$ cat src/hdl/pddc_pkg.sv
// shared constants and types for the pendant button debounce and detent counter
`default_nettype none
package pddc_pkg;

  localparam int NumButtons = 3;
  localparam int TimeW      = 32;
  localparam int CountW     = 16;
  localparam int StepsW     = 15;
  localparam int RemW       = 3;
  localparam int DebounceW  = 8;
  localparam int DelayW     = 16;
  localparam int CfgDataW   = 16;
  localparam int CfgAddrW   = 2;
  localparam int InDataW    = 56;
  localparam int OutDataW   = 24;

  localparam logic [DebounceW-1:0]  DebounceReset = 8'd30;
  localparam logic [DelayW-1:0]     DelayReset    = 16'd500;
  localparam logic [NumButtons-1:0] EnableReset   = 3'b111;
  localparam logic [NumButtons-1:0] LevelReset    = 3'b111;

  typedef enum logic [CfgAddrW-1:0] {
    REG_DEBOUNCE = 2'd0,
    REG_UNLOCK_DELAY = 2'd1,
    REG_BUTTON_ENABLE = 2'd2
  } cfg_reg_t;

  typedef struct packed {
    logic [StepsW-1:0]     detent_steps;
    logic [NumButtons-1:0] press_events;
    logic                  unlock_request;
  } result_t;

endpackage
`default_nettype wire

$ cat src/hdl/pendant_button_debounce_detent_counter_top.sv
// pendant button debounce and quadrature detent counter, single-pass top level
//
//   channel | dir | fields (lsb first)
//   s_*     | in  | now_ms[31:0], buttons_raw[34:32], encoder_count[50:35], zero pad
//   m_*     | out | detent_steps[14:0], press_events[17:15], unlock_request[18], pad
//   cfg_*   | in  | cfg_addr selects debounce_ms, unlock_delay_ms, button_enable
//
// one poll per clock; the result is in the output register the cycle after accept
// all state updates in the accept cycle, so polls may follow back to back
// a full output register that is not taken holds off s_tready
// rst is synchronous and active high; it restores the register defaults
`default_nettype none
module pendant_button_debounce_detent_counter_top
  import pddc_pkg::*;
(
  input  wire logic                clk,
  input  wire logic                rst,
  input  wire logic                s_tvalid,
  output logic                     s_tready,
  // now_ms, buttons_raw, encoder_count, zero pad
  input  wire logic [InDataW-1:0]  s_tdata,
  output logic                     m_tvalid,
  input  wire logic                m_tready,
  // detent_steps, press_events, unlock_request, zero pad
  output logic [OutDataW-1:0]      m_tdata,
  input  wire logic                cfg_wen,
  input  wire logic [CfgAddrW-1:0] cfg_addr,
  input  wire logic [CfgDataW-1:0] cfg_wdata
);

  logic [DebounceW-1:0]  debounce_ms;
  logic [DelayW-1:0]     unlock_delay_ms;
  logic [NumButtons-1:0] button_enable;

  logic [CountW-1:0]     last_count, last_count_next;
  logic                  count_primed, count_primed_next;
  logic [RemW-1:0]       detent_remainder, detent_remainder_next;
  logic [NumButtons-1:0] last_level, last_level_next;
  logic [TimeW-1:0]      change_time [NumButtons];
  logic [TimeW-1:0]      change_time_next [NumButtons];
  logic [NumButtons-1:0] stable_level, stable_level_next;
  logic [NumButtons-1:0] press_handled, press_handled_next;
  logic                  unlock_pending, unlock_pending_next;
  logic [TimeW-1:0]      unlock_start, unlock_start_next;

  logic                  in_acc;
  logic [TimeW-1:0]      now_ms;
  logic [NumButtons-1:0] buttons_raw;
  logic [CountW-1:0]     encoder_count;
  logic [CountW-1:0]     delta;
  logic [CountW:0]       acc;
  logic [CountW-1:0]     quo;
  logic [TimeW-1:0]      elapsed [NumButtons];
  logic [TimeW-1:0]      unlock_elapsed;
  result_t               res_next;
  result_t               res;

  assign now_ms        = s_tdata[TimeW-1:0];
  assign buttons_raw   = s_tdata[TimeW+NumButtons-1:TimeW];
  assign encoder_count = s_tdata[TimeW+NumButtons+CountW-1:TimeW+NumButtons];

  assign s_tready = !m_tvalid || m_tready;
  assign in_acc   = s_tvalid && s_tready;

  always_comb begin
    last_count_next       = last_count;
    count_primed_next     = 1'b1;
    detent_remainder_next = detent_remainder;
    res_next              = '0;

    delta = encoder_count - last_count;
    acc   = {delta[CountW-1], delta} + {{(CountW+1-RemW){detent_remainder[RemW-1]}},
                                        detent_remainder};
    // arithmetic shift floors, bump negatives with a fraction to truncate toward zero
    quo = (acc[CountW] && (acc[1:0] != 2'b00)) ?
          ({acc[CountW], acc[CountW:2]} + 16'd1) : {acc[CountW], acc[CountW:2]};

    if (!count_primed) begin
      last_count_next = encoder_count;
    end else if (delta != '0) begin
      last_count_next       = encoder_count;
      res_next.detent_steps = quo[StepsW-1:0];
      // acc - 4*quo, taken mod 8
      detent_remainder_next = acc[RemW-1:0] - {quo[0], 2'b00};
    end

    last_level_next     = last_level;
    stable_level_next   = stable_level;
    press_handled_next  = press_handled;
    unlock_pending_next = unlock_pending;
    unlock_start_next   = unlock_start;
    for (int i = 0; i < NumButtons; i++) begin
      change_time_next[i] = change_time[i];
      elapsed[i]          = now_ms - change_time[i];
      if (button_enable[i]) begin
        if (buttons_raw[i] != last_level[i]) begin
          change_time_next[i] = now_ms;
          elapsed[i]          = '0;
        end
        last_level_next[i] = buttons_raw[i];
        if (elapsed[i] > {{(TimeW-DebounceW){1'b0}}, debounce_ms}) begin
          if (!buttons_raw[i] && stable_level[i] && !press_handled[i]) begin
            press_handled_next[i]    = 1'b1;
            res_next.press_events[i] = 1'b1;
            if (i == 0) begin
              unlock_pending_next = 1'b1;
              unlock_start_next   = now_ms;
            end
          end
          if (buttons_raw[i]) begin
            press_handled_next[i] = 1'b0;
          end
          stable_level_next[i] = buttons_raw[i];
        end
      end
    end

    unlock_elapsed = now_ms - unlock_start_next;
    if (unlock_pending_next &&
        unlock_elapsed >= {{(TimeW-DelayW){1'b0}}, unlock_delay_ms}) begin
      res_next.unlock_request = 1'b1;
      unlock_pending_next     = 1'b0;
    end
  end

  always_ff @(posedge clk) begin
    if (rst) begin
      debounce_ms     <= DebounceReset;
      unlock_delay_ms <= DelayReset;
      button_enable   <= EnableReset;
    end else if (cfg_wen) begin
      unique case (cfg_addr)
        REG_DEBOUNCE:      debounce_ms     <= cfg_wdata[DebounceW-1:0];
        REG_UNLOCK_DELAY:  unlock_delay_ms <= cfg_wdata[DelayW-1:0];
        REG_BUTTON_ENABLE: button_enable   <= cfg_wdata[NumButtons-1:0];
        default: ;
      endcase
    end
  end

  always_ff @(posedge clk) begin
    if (rst) begin
      last_count       <= '0;
      count_primed     <= 1'b0;
      detent_remainder <= '0;
      last_level       <= LevelReset;
      stable_level     <= LevelReset;
      press_handled    <= '0;
      unlock_pending   <= 1'b0;
      unlock_start     <= '0;
      for (int i = 0; i < NumButtons; i++) begin
        change_time[i] <= '0;
      end
    end else if (in_acc) begin
      last_count       <= last_count_next;
      count_primed     <= count_primed_next;
      detent_remainder <= detent_remainder_next;
      last_level       <= last_level_next;
      stable_level     <= stable_level_next;
      press_handled    <= press_handled_next;
      unlock_pending   <= unlock_pending_next;
      unlock_start     <= unlock_start_next;
      for (int i = 0; i < NumButtons; i++) begin
        change_time[i] <= change_time_next[i];
      end
    end
  end

  always_ff @(posedge clk) begin
    if (rst) begin
      m_tvalid <= 1'b0;
    end else if (in_acc) begin
      m_tvalid <= 1'b1;
    end else if (m_tready) begin
      m_tvalid <= 1'b0;
    end
  end

  always_ff @(posedge clk) begin
    if (in_acc) begin
      res <= res_next;
    end
  end

  assign m_tdata = {{(OutDataW-StepsW-NumButtons-1){1'b0}},
                    res.unlock_request, res.press_events, res.detent_steps};

`ifndef SYNTH
  // remainder of a truncating divide by four never reaches minus four
  a_rem_range: assert property (@(posedge clk) disable iff (rst)
    detent_remainder != 3'b100)
    else $error("detent remainder out of range");

  // a reported press leaves its button marked handled
  a_press_handled: assert property (@(posedge clk) disable iff (rst)
    in_acc |=> ((press_handled & $past(res_next.press_events)) ==
                $past(res_next.press_events)))
    else $error("press reported without handled mark");

  // an unlock that falls due disarms the pending request
  a_unlock_clear: assert property (@(posedge clk) disable iff (rst)
    (in_acc && res_next.unlock_request) |=> !unlock_pending)
    else $error("unlock still pending after request");

  // detents only once the baseline count is captured
  a_steps_primed: assert property (@(posedge clk) disable iff (rst)
    (in_acc && res_next.detent_steps != '0) |-> count_primed)
    else $error("detent steps before baseline");

  // an empty output register never blocks input
  a_ready_empty: assert property (@(posedge clk) disable iff (rst)
    !m_tvalid |-> s_tready)
    else $error("input stalled with empty output");
`endif

endmodule
`default_nettype wire
$ cat config.mk
export PLATFORM = sky130hd
export DESIGN_NAME = pendant_button_debounce_detent_counter_top
export DESIGN_NICKNAME = d
export VERILOG_FILES = /design/src/hdl/pddc_pkg.sv /design/src/hdl/pendant_button_debounce_detent_counter_top.sv
export SDC_FILE = /design/constraint.sdc
export NUM_CORES = 1
export LEC_CHECK = 0
export ABC_AREA = 1
export ABC_CLOCK_PERIOD_IN_PS = 6750
export BUFFER_PORTS_ARGS = -buffer_cell sky130_fd_sc_hd__buf_2
export CORE_MARGIN = 2
export CORE_UTILIZATION = 53
export DETAILED_ROUTE_END_ITERATION = 10
export GPL_TIMING_DRIVEN = 0
export PLACE_DENSITY = 0.85
export SLEW_MARGIN = 30
export SYNTH_ARGS = -nofsm -noshare
export SYNTH_HDL_FRONTEND = slang
export SYNTH_SLANG_ARGS = --single-unit
$ cat constraint.sdc
create_clock -name clk -period 6.75 [get_ports clk]
set_clock_uncertainty 0.1 [all_clocks]
set_input_delay 1.35 -clock clk [delete_from_list [all_inputs] [get_ports clk]]
set_output_delay 1.35 -clock clk [all_outputs]
set_load 0.05 [all_outputs]
==> impl_metrics.py, run 1 <==
metrics = {
    "setup_path": {
        "crit_fanout": 10,
        "cpLargestDelayFamily": "simple AND/OR/NAND/NOR gates",
        "startpoint_type": "input port",
        "r2r-end": "m_tdata[18]",
        "cp_common_cell": "nand2_1",
        "r2r_slack_ns": 0.04,
        "cp.arrival_ns": 7.40,
        "cp_slowest_stage_delay_ns": 0.30,
        "crit_type": "input port to flip-flop",
        "timing.rr.start": "change_time[0][0]",
        "reg2reg_depth": 48,
        "required_ns": 6.92,
        "path_buf_inv": 5,
        "critPathCaptureType": "flip-flop",
        "slowest_stage": "ha_4",
    },
    "finish": {
        "fillers": 2948,
        "fin_area_um2": 20600,
        "final_util": 0.618,
        "fin_cells": 3205,
        "n_antenna_cell": 0,
        "final_cell_mix": "nand2_1 (584), inv_1 (466), a21oi_1 (222), nor2_1 (190), ha_1 (183)",
        "final_nets": 3020,
        "syn2layout_area_growth_pct": 15.4,
        "final_common_cell": "nand2_1",
        "drive_gt1_frac": 0.115,
    },
    "floorplanning": {
        "core-area_um2": 33400,
        "die_w_um": 188,
        "die_y_um": 188,
        "start_util": 0.536,
        "num_rows": 67,
        "ioPinCount": 105,
        "dieArea_um2": 35200,
    },
    "clock_tree": {
        "numCtsBuffers": 22,
        "clockBufferDepth": 3,
        "h-tree-depth": 1,
        "clk_latency_ns": 0.55,
        "clkSlewWorstSetupHoldPaths_ns": 0.06,
        "cts_root_buf": "clkbuf_16",
        "clock_sinks": 205,
        "cts_tree": "done",
    },
    "synth": {
        "yosys_most_used_dff": "edfxtp_1",
        "ys_seq_area_frac": 0.294,
        "syn_area_um2": 17900,
        "syn_avg_cell_area_um2": 6.96,
        "async_reset_ff_frac": 0,
        "yosys-top-cells-area": "edfxtp_1 (19%), ha_1 (14%), nand2_1 (13%)",
        "ys_ff_latch": 205,
        "synth_top_area_share": 0.193,
        "netlist_instances": 2567,
        "synth_warnings": 0,
        "synth_enable_flop_cells": 115,
        "synth_largest_area_cell": "edfxtp_1",
        "synth.distinct_cells": 58,
    },
    "flow_run": {
        "cap_violations": 0,
    },
    "placement": {
        "pre_cts_ws_ns": -1.85,
        "place_congestion": 0.936,
        "dpl_cell_area_um2": 19100,
        "dp.cells": 3117,
        "dp.final_hpwl_um": 41300,
        "portBuffers": 94,
    },
    "global_route": {
        "grt_pass1_wl_um": 84500,
        "grt_max_degree": 24,
        "met2_usage": 0.519,
        "overflow": 0,
        "gr-max-usage-layer": "met2",
        "antenna_found_initial": 1,
        "met1_usage": 0.353,
        "grt_pass1_vias": 17708,
        "grtUsageTotal": 0.293,
        "use_met3": 0.0363,
    },
    "power_and_ir_drop": {
        "p_leak_nw": 10.4,
        "finalPower_mw": 5.13,
        "ir_drop_v": 0.000198,
        "p_per_area_nw_per_um2": 249,
    },
    "sta": {
        "tightest_slew_ns": 0.901,
        "setup_viol": 2,
        "fin_crit_ns": 7.23,
        "hold_violations": 0,
        "setup_tns_ns": -0.789,
        "finalMaxSlewViolations": 0,
        "max_freq_ghz": 0.138,
        "fin_crit_sh": 1.07,
        "holdWs_ns": 0.356,
        "finalWorstSetupSlack_ns": -0.480,
        "slew-limit-headroom": 0.395,
        "rsz0062_at_grt": "true",
    },
    "min_path": {
        "hp-start": "last_count[6]",
        "hold_depth": 2,
        "min_path_type": "flip-flop to flip-flop",
        "worst_hold_path.endpoint": "last_count[6]",
    },
    "drt": {
        "via_count": 18065,
        "wl_per_cell_um": 16.7,
        "totalWireLength_um": 53400,
        "drc_errors": 0,
        "drt_iter0_markers": 1428,
        "first_pass_iters": 9,
        "antenna_left": 0,
        "routed_via_density": 5.64,
    },
    "outcome": {
        "status": "finished with violations",
        "violations": "negative setup slack",
    },
}
==> per-layer routing <==
metal	share of wire	vias up
met5	0.00024	-
met4	0.049	2
met3	0.074	189
met2	0.48	783
met1	0.40	8289
li1	-	8802
==> state kept, by name (all words and copies together) (netlist names), 3 cells and up <==
signal / cells
button_enable: 3
unlock_delay_ms: 16
last_level: 3
change_time: 96
last_count: 16
detent_remainder: 3
m_tdata: 19
debounce_ms: 8
press_handled: 3
stable_level: 3
unlock_start: 32
==> where the power goes <==
| part | internal, mW | leakage, nW | total [mW] | switching [mW] |
|---|---|---|---|---|
| clock network | 0.688 | 0.350 | 1.22 | 0.534 |
| registers | 1.44 | 1.95 | 1.49 | 0.0487 |
| logic | 0.887 | 8.09 | 2.42 | 1.53 |
| total | 3.02 | 10.4 | 5.13 | 2.11 |
==> tightest hold or removal path, delay by kind of cell, from the launching register on <==
kind,cells,cell delay [ns]
flops,1,0.30
buf+inv,1,0.06
compound gates,1,0.05
==> cell usage after synthesis (all sizes together) (10+ instances only) <==
library cell	number
inv	489
nand3b	10
nand2	609
o211ai	40
nor2	198
clkbuf	26
dfxtp	90
nor4	10
nor3	33
ha	193
xnor2	40
a31oi	10
o21bai	10
nand4	30
a21oi	231
edfxtp	115
o21ai	163
xor2	50
or2	11
buf	11
nand3	121
==> repair_timing <==
item | 4_1_cts | 5_1_grt
hold buffers | 0 | 0
gates resized for setup | 77 | 14
pin swaps | 38 | 18
hold endpoints to repair | 0 | 0
setup endpoints to repair | 2 | 2
buffers inserted | 41 | 9
==> how the worst max path moves through the flow <==
| stage | start | endpoint | slack, ns | cells after the start |
|---|---|---|---|---|
| global route | s_tdata[0] | m_tdata[18] | -0.79 | 50 |
| CTS | s_tdata[0] | m_tdata[18] | -0.18 | 49 |
| detailed placement | s_tdata[2] | m_tdata[18] | -1.85 | 49 |
| floorplan | s_tdata[0] | m_tdata[18] | -0.35 | 48 |
| finish | s_tdata[2] | m_tdata[18] | -0.48 | 47 |
| global placement | s_tdata[2] | m_tdata[18] | -1.66 | 49 |
==> kinds of logic after synthesis <==
group,synth area share
AO/OA/AOI/OAI,0.162
XOR/XNOR,0.0441
adder cells (fa/ha/maj),0.142
buffers and inverters,0.113
flip-flops,0.294
other,0.000210
AND/OR/NAND/NOR,0.244
==> final cells by class <==
| cell class | count | area (um2) | area share |
|---|---|---|---|
| clock inverter | 13 | 154 | 0.00746 |
| sequential | 205 | 5260 | 0.255 |
| multi-input combinational | 1836 | 11000 | 0.534 |
| inverter | 493 | 1870 | 0.0905 |
| tap | 448 | 561 | 0.0272 |
| clock buffer | 26 | 566 | 0.0274 |
| timing repair buffer | 148 | 985 | 0.0478 |
| buffer | 36 | 226 | 0.0110 |
(Power assumes the default switching activity.)
==> run 2, diff against run 1 <==
Settings changed: TNS_END_PERCENT set to 5.
==> run 2 against run 1 <==
  * The flow still finishes with violations (negative setup slack)
  * Sequential power is essentially flat
  * Wire length decreased by 1.6%
  * Hold slack barely moved
  * Critical endpoint unchanged
  * Largest power group unchanged
==> impl_metrics.py, run 2 (synthesis gave the netlist of run 1 again) <==
metrics = {
    "placement": {
        "portBuffers": 94,
        "place_congestion": 0.936,
        "dp.final_hpwl_um": 41300,
        "dp.cells": 3117,
        "pre_cts_ws_ns": -1.85,
        "dpl_cell_area_um2": 19100,
    },
    "setup_path": {
        "cp.arrival_ns": 7.38,
        "cp_slowest_stage_delay_ns": 0.30,
        "crit_fanout": 10,
        "crit_type": "input port to flip-flop",
        "startpoint_type": "input port",
        "critPathCaptureType": "flip-flop",
        "cp_common_cell": "nand2_1",
        "required_ns": 6.91,
        "slowest_stage": "ha_4",
    },
    "outcome": {
        "violations": "negative setup slack",
        "status": "finished with violations",
    },
    "clock_tree": {
        "cts_tree": "done",
        "cts_root_buf": "clkbuf_16",
        "numCtsBuffers": 22,
        "ctsHoldBuffers": 0,
        "h-tree-depth": 1,
        "clock_sinks": 205,
        "clockBufferDepth": 3,
        "clk_latency_ns": 0.55,
        "clkSlewWorstSetupHoldPaths_ns": 0.06,
    },
    "drt": {
        "topRoutingLayerUsed": "met5",
        "via_count": 17901,
        "first_pass_iters": 7,
        "drt_iter0_markers": 1431,
        "antenna_left": 0,
        "routed_via_density": 5.62,
        "dr_wl_met3_um": 3880,
        "wl_per_cell_um": 16.5,
        "drc_errors": 0,
        "routedLengthMet1_um": 21100,
        "met2_length_um": 25000,
        "totalWireLength_um": 52600,
    },
    "floorplanning": {
        "core-area_um2": 33400,
        "ioPinCount": 105,
        "num_rows": 67,
        "start_util": 0.536,
        "die_w_um": 188,
        "die_y_um": 188,
        "dieArea_um2": 35200,
    },
    "flow_run": {
        "cap_violations": 0,
    },
    "finish": {
        "fin_area_um2": 20400,
        "largest_register": "change_time",
        "largest_register_ffs": 96,
        "syn2layout_area_growth_pct": 14.3,
        "fin_cells": 3188,
        "final_nets": 3003,
        "final_cell_mix": "nand2_1 (587), inv_1 (467), a21oi_1 (224), nor2_1 (190), ha_1 (184)",
        "final_common_cell": "nand2_1",
        "drive_gt1_frac": 0.105,
        "n_antenna_cell": 0,
    },
    "sta": {
        "tightest_slew_ns": 0.915,
        "finalMaxSlewViolations": 0,
        "setup_viol": 2,
        "rsz0062_at_grt": "true",
        "setup_tns_ns": -0.730,
        "max_freq_ghz": 0.139,
        "slew-limit-headroom": 0.385,
        "fin_crit_sh": 1.07,
        "finalWorstSetupSlack_ns": -0.463,
        "fin_crit_ns": 7.21,
        "hold_violations": 0,
    },
    "global_route": {
        "grt_max_degree": 24,
        "antenna_found_initial": 1,
        "grtUsageTotal": 0.290,
        "grt_pass1_vias": 17428,
        "grt_pass1_wl_um": 83400,
        "overflow": 0,
    },
    "power_and_ir_drop": {
        "p_leak_nw": 10.3,
        "finalPower_mw": 5.08,
        "p_per_area_nw_per_um2": 249,
        "ir_drop_v": 0.000211,
    },
    "min_path": {
        "min_path_type": "flip-flop to flip-flop",
    },
}
==> run 2: area by class of cell <==
| type | count | area, um2 |
|---|---|---|
| Tap cell | 448 | 561 |
| Clock inverter | 13 | 154 |
| Clock buffer | 26 | 566 |
| Multi-Input combinational cell | 1836 | 10900 |
| Buffer | 36 | 223 |
| Timing Repair Buffer | 131 | 851 |
| Fill cell | 2967 | 12900 |
| Sequential cell | 205 | 5260 |
| Inverter | 493 | 1860 |
==> run 2: critical path, delay by kind of cell <==
kind                       cells  cell delay (ns)
xor gates and xnor gates       1             0.18
adders and majority gates      4             1.10
AOI/OAI and AO/OA             13             1.93
and+or+nand+nor               24             2.23
buffers and inverters          5             0.55
==> run 2: per-layer routing <==
layer | track usage | vias to the layer above
li1 | - | 8769
met4 | 0.137 | 2
met3 | 0.0356 | 168
met1 | 0.351 | 8192
met2 | 0.513 | 770
met5 | 0 | -
==> run 2: repair_timing <==
| action | 4_1_cts | 5_1_grt |
|---|---|---|
| setup endpoints to repair | 2 | 2 |
| buffers inserted | 21 | 12 |
| gates resized for setup | 61 | 12 |
| pin swaps | 29 | 17 |
==> run 2: power by group <==
part / internal (mW) / total, mW / leakage, nW / switching, mW
clock: 0.688 / 1.22 / 0.350 / 0.530
sequential: 1.44 / 1.49 / 1.95 / 0.0475
combinational: 0.859 / 2.37 / 7.99 / 1.51
total: 2.99 / 5.08 / 10.3 / 2.09
==> run 2: worst paths after layout <==
| kind | cells after the start | endpoint | start | slack (ns) |
|---|---|---|---|---|
| setup reg to reg | 45 | m_tdata[18] | change_time[0][0] | 0.10 |
| hold reg to reg | 2 | last_count[6] | last_count[6] | 0.36 |
| hold / removal | 2 | last_count[6] | last_count[6] | 0.36 |
| setup / recovery | 47 | m_tdata[18] | s_tdata[2] | -0.46 |
==> run 2: through the flow <==
step / hold slack, ns / util
global placement: 0.333 / 0.569
global route: 0.379 / 0.612
detailed placement: 0.346 / 0.573
finish: 0.356 / 0.612
floorplan: 0.327 / -
CTS: 0.355 / 0.608
